<file path="src/hw/rtl/cltla_pkg.sv">
package cltla_pkg;

   // default geometry
   localparam int GRID_MAX_DEF    = 33;
   localparam int ENTRY_WIDTH_DEF = 16;

   // stream payload widths
   localparam int REQ_DATA_W = 96;
   localparam int RSP_DATA_W = 32;

   // configuration port
   localparam int CSR_IDX_W  = 3;
   localparam int CSR_DATA_W = 48;

   localparam logic [CSR_IDX_W-1:0] CSR_ONE_D_MODE = 3'd0;
   localparam logic [CSR_IDX_W-1:0] CSR_TABLE_SIZE = 3'd1;
   localparam logic [CSR_IDX_W-1:0] CSR_INTENSITY  = 3'd2;
   localparam logic [CSR_IDX_W-1:0] CSR_DOMAIN_MIN = 3'd3;
   localparam logic [CSR_IDX_W-1:0] CSR_DOMAIN_MAX = 3'd4;

   localparam logic [47:0] DOMAIN_MAX_RST = 48'h1000_1000_1000;
   localparam logic [12:0] INTENSITY_FULL = 13'd4096;

   // item kinds carried on req_tuser
   localparam logic OP_LOAD  = 1'b0;
   localparam logic OP_PIXEL = 1'b1;

   // long division: one quotient bit per cycle
   localparam int DIV_STEPS = 32;

   // corner reads per pixel
   localparam logic [2:0] RD_LAST_3D = 3'd7;
   localparam logic [2:0] RD_LAST_1D = 3'd5;

   typedef enum logic [3:0] {
      ST_IDLE,
      ST_LOC,
      ST_DINIT,
      ST_DIV,
      ST_IDX,
      ST_ADR,
      ST_ADR2,
      ST_READ,
      ST_RWAIT,
      ST_LERP,
      ST_BL1,
      ST_BL2,
      ST_FIN
   } ctrl_state_type;

   // interpolation step sequence
   typedef enum logic [2:0] {
      LS_X0,
      LS_X1,
      LS_X2,
      LS_X3,
      LS_Y0,
      LS_Y1,
      LS_Z,
      LS_1D
   } lerp_step_type;

   typedef struct packed {
      logic          accept;
      logic          loc;
      logic          dinit;
      logic          div;
      logic          idx;
      logic          adr;
      logic          adr2;
      logic          rd_en;
      logic [2:0]    rd_idx;
      logic          lerp_en;
      lerp_step_type lerp_step;
      logic          bl1;
      logic          bl2;
      logic          commit;
   } dp_cmd_type;

   typedef struct packed {
      logic pass;
      logic one_d;
   } dp_stat_type;

endpackage

</file>
<file path="src/hw/rtl/cltla_ctrl.sv">
module cltla_ctrl (
   input  logic                  clock,
   input  logic                  reset,
   input  logic                  req_tvalid,
   input  logic                  req_tuser,
   input  logic                  rsp_tready,
   input  cltla_pkg::dp_stat_type stat,
   output logic                  req_tready,
   output logic                  rsp_tvalid,
   output cltla_pkg::dp_cmd_type cmd
);
   import cltla_pkg::*;

   ctrl_state_type state_ff, state_in;
   logic [4:0]     cnt_ff, cnt_in;
   lerp_step_type  step_ff, step_in;
   logic           rsp_valid_ff, rsp_valid_in;
   logic [2:0]     rd_last;

   assign rd_last = stat.one_d ? RD_LAST_1D : RD_LAST_3D;

   // next state
   always_comb begin
      state_in = state_ff;
      case (state_ff)
         ST_IDLE: begin
            if (req_tvalid && req_tuser == OP_PIXEL) begin
               state_in = stat.pass ? ST_FIN : ST_LOC;
            end
         end
         ST_LOC:   state_in = ST_DINIT;
         ST_DINIT: state_in = ST_DIV;
         ST_DIV: begin
            if (cnt_ff == 5'(DIV_STEPS - 1)) state_in = ST_IDX;
         end
         ST_IDX:   state_in = stat.one_d ? ST_READ : ST_ADR;
         ST_ADR:   state_in = ST_ADR2;
         ST_ADR2:  state_in = ST_READ;
         ST_READ: begin
            if (cnt_ff[2:0] == rd_last) state_in = ST_RWAIT;
         end
         ST_RWAIT: state_in = ST_LERP;
         ST_LERP: begin
            if (step_ff == LS_Z || step_ff == LS_1D) state_in = ST_BL1;
         end
         ST_BL1:   state_in = ST_BL2;
         ST_BL2:   state_in = ST_FIN;
         ST_FIN: begin
            if (!rsp_valid_ff || rsp_tready) state_in = ST_IDLE;
         end
         default:  state_in = ST_IDLE;
      endcase
   end

   // outputs and commands
   always_comb begin
      cmd        = '0;
      req_tready = 1'b0;
      cmd.rd_idx    = cnt_ff[2:0];
      cmd.lerp_step = step_ff;
      case (state_ff)
         ST_IDLE: begin
            req_tready = 1'b1;
            cmd.accept = req_tvalid;
         end
         ST_LOC:   cmd.loc     = 1'b1;
         ST_DINIT: cmd.dinit   = 1'b1;
         ST_DIV:   cmd.div     = 1'b1;
         ST_IDX:   cmd.idx     = 1'b1;
         ST_ADR:   cmd.adr     = 1'b1;
         ST_ADR2:  cmd.adr2    = 1'b1;
         ST_READ:  cmd.rd_en   = 1'b1;
         ST_LERP:  cmd.lerp_en = 1'b1;
         ST_BL1:   cmd.bl1     = 1'b1;
         ST_BL2:   cmd.bl2     = 1'b1;
         ST_FIN:   cmd.commit  = !rsp_valid_ff || rsp_tready;
         default:  cmd = '0;
      endcase
   end

   // counters and output valid
   always_comb begin
      cnt_in  = (state_ff == ST_DIV || state_ff == ST_READ) ? cnt_ff + 5'd1 : 5'd0;
      if (state_ff == ST_LERP) begin
         step_in = lerp_step_type'(step_ff + 3'd1);
      end else begin
         step_in = stat.one_d ? LS_1D : LS_X0;
      end
      if (cmd.commit) begin
         rsp_valid_in = 1'b1;
      end else if (rsp_tready) begin
         rsp_valid_in = 1'b0;
      end else begin
         rsp_valid_in = rsp_valid_ff;
      end
   end

   always_ff @(posedge clock) begin
      if (reset) begin
         state_ff     <= ST_IDLE;
         cnt_ff       <= '0;
         step_ff      <= LS_X0;
         rsp_valid_ff <= 1'b0;
      end else begin
         state_ff     <= state_in;
         cnt_ff       <= cnt_in;
         step_ff      <= step_in;
         rsp_valid_ff <= rsp_valid_in;
      end
   end

   assign rsp_tvalid = rsp_valid_ff;

endmodule

</file>
<file path="config.mk">
export PLATFORM = sky130hd
export DESIGN_NAME = cltla_ctrl
export DESIGN_NICKNAME = d
export VERILOG_FILES = /design/src/hw/rtl/cltla_pkg.sv /design/src/hw/rtl/cltla_ctrl.sv
export SDC_FILE = /design/constraint.sdc
export NUM_CORES = 1
export LEC_CHECK = 0
export BUFFER_PORTS_ARGS = -buffer_cell sky130_fd_sc_hd__buf_2
export CELL_PAD_IN_SITES_DETAIL_PLACEMENT = 1
export CELL_PAD_IN_SITES_GLOBAL_PLACEMENT = 1
export CORE_MARGIN = 2
export CORE_UTILIZATION = 39
export CTS_CLUSTER_DIAMETER = 100
export DETAILED_ROUTE_END_ITERATION = 6
export PLACE_DENSITY = 0.83
export SLEW_MARGIN = 25
export SYNTH_ARGS = -nofsm -noshare
export SYNTH_HDL_FRONTEND = slang
export SYNTH_SLANG_ARGS = --single-unit
</file>
<file path="constraint.sdc">
create_clock -name clock -period 3.1 [get_ports clock]
set_input_delay 0.93 -clock clock [delete_from_list [all_inputs] [get_ports clock]]
set_output_delay 0.93 -clock clock [all_outputs]
set_load 0.02 [all_outputs]
</file>
# Word level (Yosys, flattened, before mapping)
# Index checks and enable logic that the tools add are counted.
# totals
reg_bits	13
inputBits	7
out_inout_bits	20
elab_cells	66
# op_classes
n_addsub	2
n_eq_ne	21
muxes	28
bitwise	1
n_reduce_logical	10
# op_table
op	count
4-bit case mux with 13 select lines	1
4-bit two-way mux	6
4-bit equality test, second input constant	5
4-bit by 3-bit equality test with 1-bit output, second input constant	4
1-bit two-way mux	15
3-bit two-way mux	4
12-bit OR reduction	1
2-bit inequality test, second input constant	5
4-bit by 2-bit equality test with 1-bit output, second input constant	2
3-bit equality test, second input constant	2
5-bit by 1-bit adder with 5-bit output, second input constant	1
5-bit equality test, second input constant	1
5-bit AND reduction	1
4-bit by 1-bit equality test with 1-bit output, second input constant	1
4-bit zero test	1
2-bit two-way mux	2
3-bit by 1-bit adder with 3-bit output, second input constant	1
3-bit equality test	1
1-bit logical OR	3
2-bit nonzero test	1
2-bit OR reduction	1
1-bit logical AND	1
1-bit zero test	1
1-bit NOT	1

# Longest topological paths before layout
# logic_depth
word_depth	4
ltp_mapped	7
depth_no_buf	6

# Least setup slack after synthesis
# No wires, ideal clock.
# synth_timing
path_type	reg2out
from	register state_ff[2]
to	output port cmd[17] (netlist name)
arrival_time_ns	1.304
t_required_ns	2.170
setup_slack_ns	0.866
path_stages_with_launch	4
cell_sequence	dfxtp_1 > buf_2 > nor4_2 > and2_1
# synth_rtl
element	line_no	source
from (decl)	cltla_ctrl.sv:14	ctrl_state_type state_ff, state_in;
from (signal assigned)	cltla_ctrl.sv:105	state_ff <= state_in;
to (decl)	cltla_ctrl.sv:10	output cltla_pkg::dp_cmd_type cmd

==> reports/qor.yml <==
rows: 17
fp.dieH_um: 51.6
clock_path_buffers: 2
reg2reg_slack_ns: 1.19
start_kind: "register"
syn_inst: 106
r2r_end: "state_ff[3]$_SDFFE_PP0P_"
multi_input_area_um2: 556
final.setup.tns_ns: 0
antenna_found_initial: 0
startpoint: "state_ff[2]$_SDFFE_PP0P_"
synth_area_per_cell_um2: 8.32
setup_viol: 0
ctsResizeCount: 0
worstSkewPairLatency_ns: 0.27
seqCellArea_um2: 260
ys_ff_latch: 13
crit_fanout: 18
port-buffer-count: 26
placed_cell_area_um2: 988
hold_path.class: "register to register"
grt_max_degree: 19
ir_worst_vdd_mv: 0.362
cts.sinks: 13
ys_warn_count: 0
crit_end: "cmd[9]"
cap_viol_max_count: 0
cp.required_ns: 2.17
drt-wirelength-per-cell_um: 14.1
worstSetupPathType: "register to primary output"
skew_ns: 0.00950
initial_core_util_pct: 40.7
rsz0062_at_grt: "false"
grt_pass1_vias: 828
syn_nets: 118
place_hpwl_um: 1620
r2r-start: "cnt_ff[0]$_SDFF_PP0_"
dr_total_vias: 819
gp_congestion: 0.744
hold_viol_final: 0
synth_adder_area_share_pct: 7.09
cp_data_arrival_time_ns: 1.81
synth_compound_area_share_pct: 9.36
maxSlewHeadroom_pct: 59.0
worstPathCellList: "xor2_1 > nand2_1 > and2_1 > buf_2"
critPathCaptureType: "primary output"
num_io_pins: 27
htree_levels: 1
synth-xor-area-share_pct: 3.97
synth_top_family_by_area: "simple AND/OR/NAND/NOR gates"
area_delta_synth_final_pct: 15.0
hold_buffers: 0
maxSlewViolCount: 0
critical-path-max-stage-delay_ns: 0.72
drive_gt1_share_pct: 28.1
tightest_slew_ns: 0.615
fillCellCount: 283
power.density_nw_per_um2: 689
cts_inserted_buffers: 3
status: "finished, final reports clean"
layout_commonest_cell: "buf_2"
p_leak_nw: 0.503
ant_nets: 0
vias_per_cell: 5.25
layout_common_cells: "26 x buf_2, 13 x dfxtp_1, 12 x nor2_1"
drc_errors: 0
crit_slowest_cell: "dfxtp_1"
ys_types: 37
coreArea_um2: 2170
reg2reg_depth: 6
design_area_um2: 1010
first_iter_violations: 10
period_share_pct: 88.4
first_pass_iters: 3
yosysSeqAreaShare_pct: 29.5
cts_tree: "yes"
num_antenna_cells: 0
synth_area_um2: 882
nNetsFinal: 141
overflow: 0
fmax_mhz: 365
grt_pass1_wl_um: 3820
crit_cells: 4
crit_buf_inv: 1
worst_path_dominant_cell_family: "flip-flops"
fin_crit_ns: 2.74
root_buffer: "clkbuf_4"
clk_pin_slew_ns: 0.09
yosys.area_share.simple_pct: 37.9
drt-total-wl_um: 2190
muxShareOfSynthArea_pct: 4.68
die_w_um: 51.6
post_cts_buffers: 0
die_area_um2: 2660
track_usage_pct: 18.7
==> metal layers <==
layer  part of all wire, %  global-route usage (%)  vias to the layer above  wire [µm]
li1                      -                       -                      412          -
met1                    44                    22.8                      382        956
met2                    51                    32.3                       19       1110
met3                   4.2                    3.45                        6         93
met4                   1.6                    7.46                        0         34
met5                     0                       0                        -          0
==> stage by stage <==
step	utilization [%]	worst slack (ns)	power, W	instances	hold WS, ns
finish	46.8	0.360	0.000699	156	0.495
global route	46.8	0.228	0.000753	156	0.553
CTS	46.8	0.370	0.000704	156	0.505
detailed placement	45.6	0.709	0.000595	152	0.474
global placement	45.6	0.765	0.000583	152	0.464
floorplan	-	0.866	0.000542	106	0.437
==> power breakdown <==
group | internal (W) | switching, W | total, W
logic | 0.000140 | 0.000182 | 0.000322
clock network | 0.0000497 | 0.0000562 | 0.000106
registers | 0.000191 | 0.0000795 | 0.000271
total | 0.000381 | 0.000318 | 0.000699
==> state kept, by name (all words and copies together), names as in the netlist <==
signal / cells
state_ff: 4
rsp_tvalid: 1
cnt_ff: 5
step_ff: 3
==> logic make-up after synthesis <==
| kind of cell | after synthesis |
|---|---|
| adders and majority gates | 5 |
| DFF | 13 |
| AOI/OAI and AO/OA | 13 |
| muxes | 4 |
| and+or+nand+nor | 57 |
| xor gates and xnor gates | 4 |
| buffers and inverters | 10 |
==> cells in the mapped netlist <==
library cell	n	share of area, %
nand3b_1	1	0.85
nor3_1	6	3.4
or4_4	1	1.3
a21oi_1	7	4.0
and4_4	1	1.3
mux2_2	1	1.3
a22oi_1	1	0.85
a21bo_2	1	1.1
buf_2	2	1.1
nor2b_1	2	1.4
a32o_1	1	1.1
nor2_1	12	5.1
ha_1	5	7.1
xnor2_1	1	0.99
and4bb_1	2	2.8
or4b_2	1	1.1
buf_6	3	3.8
xor2_1	3	3.0
or3b_1	1	0.99
nand2_1	10	4.3
nand2_4	1	1.3
mux2i_1	3	3.4
clkbuf_1	2	0.85
a311o_1	1	1.1
nor4_2	1	1.4
o21ai_1	1	0.57
inv_1	2	0.85
or2b_1	1	0.85
and2_1	8	5.7
nand3_1	2	1.1
dfxtp_1	13	30
o21ai_0	1	0.57
nand4_1	1	0.71
or3_1	1	0.71
and3_1	1	0.71
buf_4	1	0.85
nand2b_1	4	2.8
==> worst min-delay path by stage <==
stage,start,endpoint,cells after the start
3_3_place_gp,cnt_ff[0]$_SDFF_PP0_,cnt_ff[0]$_SDFF_PP0_,1
2_1_floorplan,cnt_ff[0]$_SDFF_PP0_,cnt_ff[0]$_SDFF_PP0_,1
4_1_cts,cnt_ff[0]$_SDFF_PP0_,cnt_ff[0]$_SDFF_PP0_,1
3_5_place_dp,cnt_ff[0]$_SDFF_PP0_,cnt_ff[0]$_SDFF_PP0_,1
5_1_grt,cnt_ff[0]$_SDFF_PP0_,cnt_ff[0]$_SDFF_PP0_,1
6_report,cnt_ff[0]$_SDFF_PP0_,cnt_ff[0]$_SDFF_PP0_,1
==> layout make-up <==
class | count | share of cell area, %
timing repair buffer | 26 | 12.8
sequential | 13 | 25.6
multi-input combinational | 83 | 54.7
inverter | 2 | 0.740
clock buffer | 4 | 2.59
tap | 28 | 3.45
Note: power is estimated with default switching activity, not from simulation.
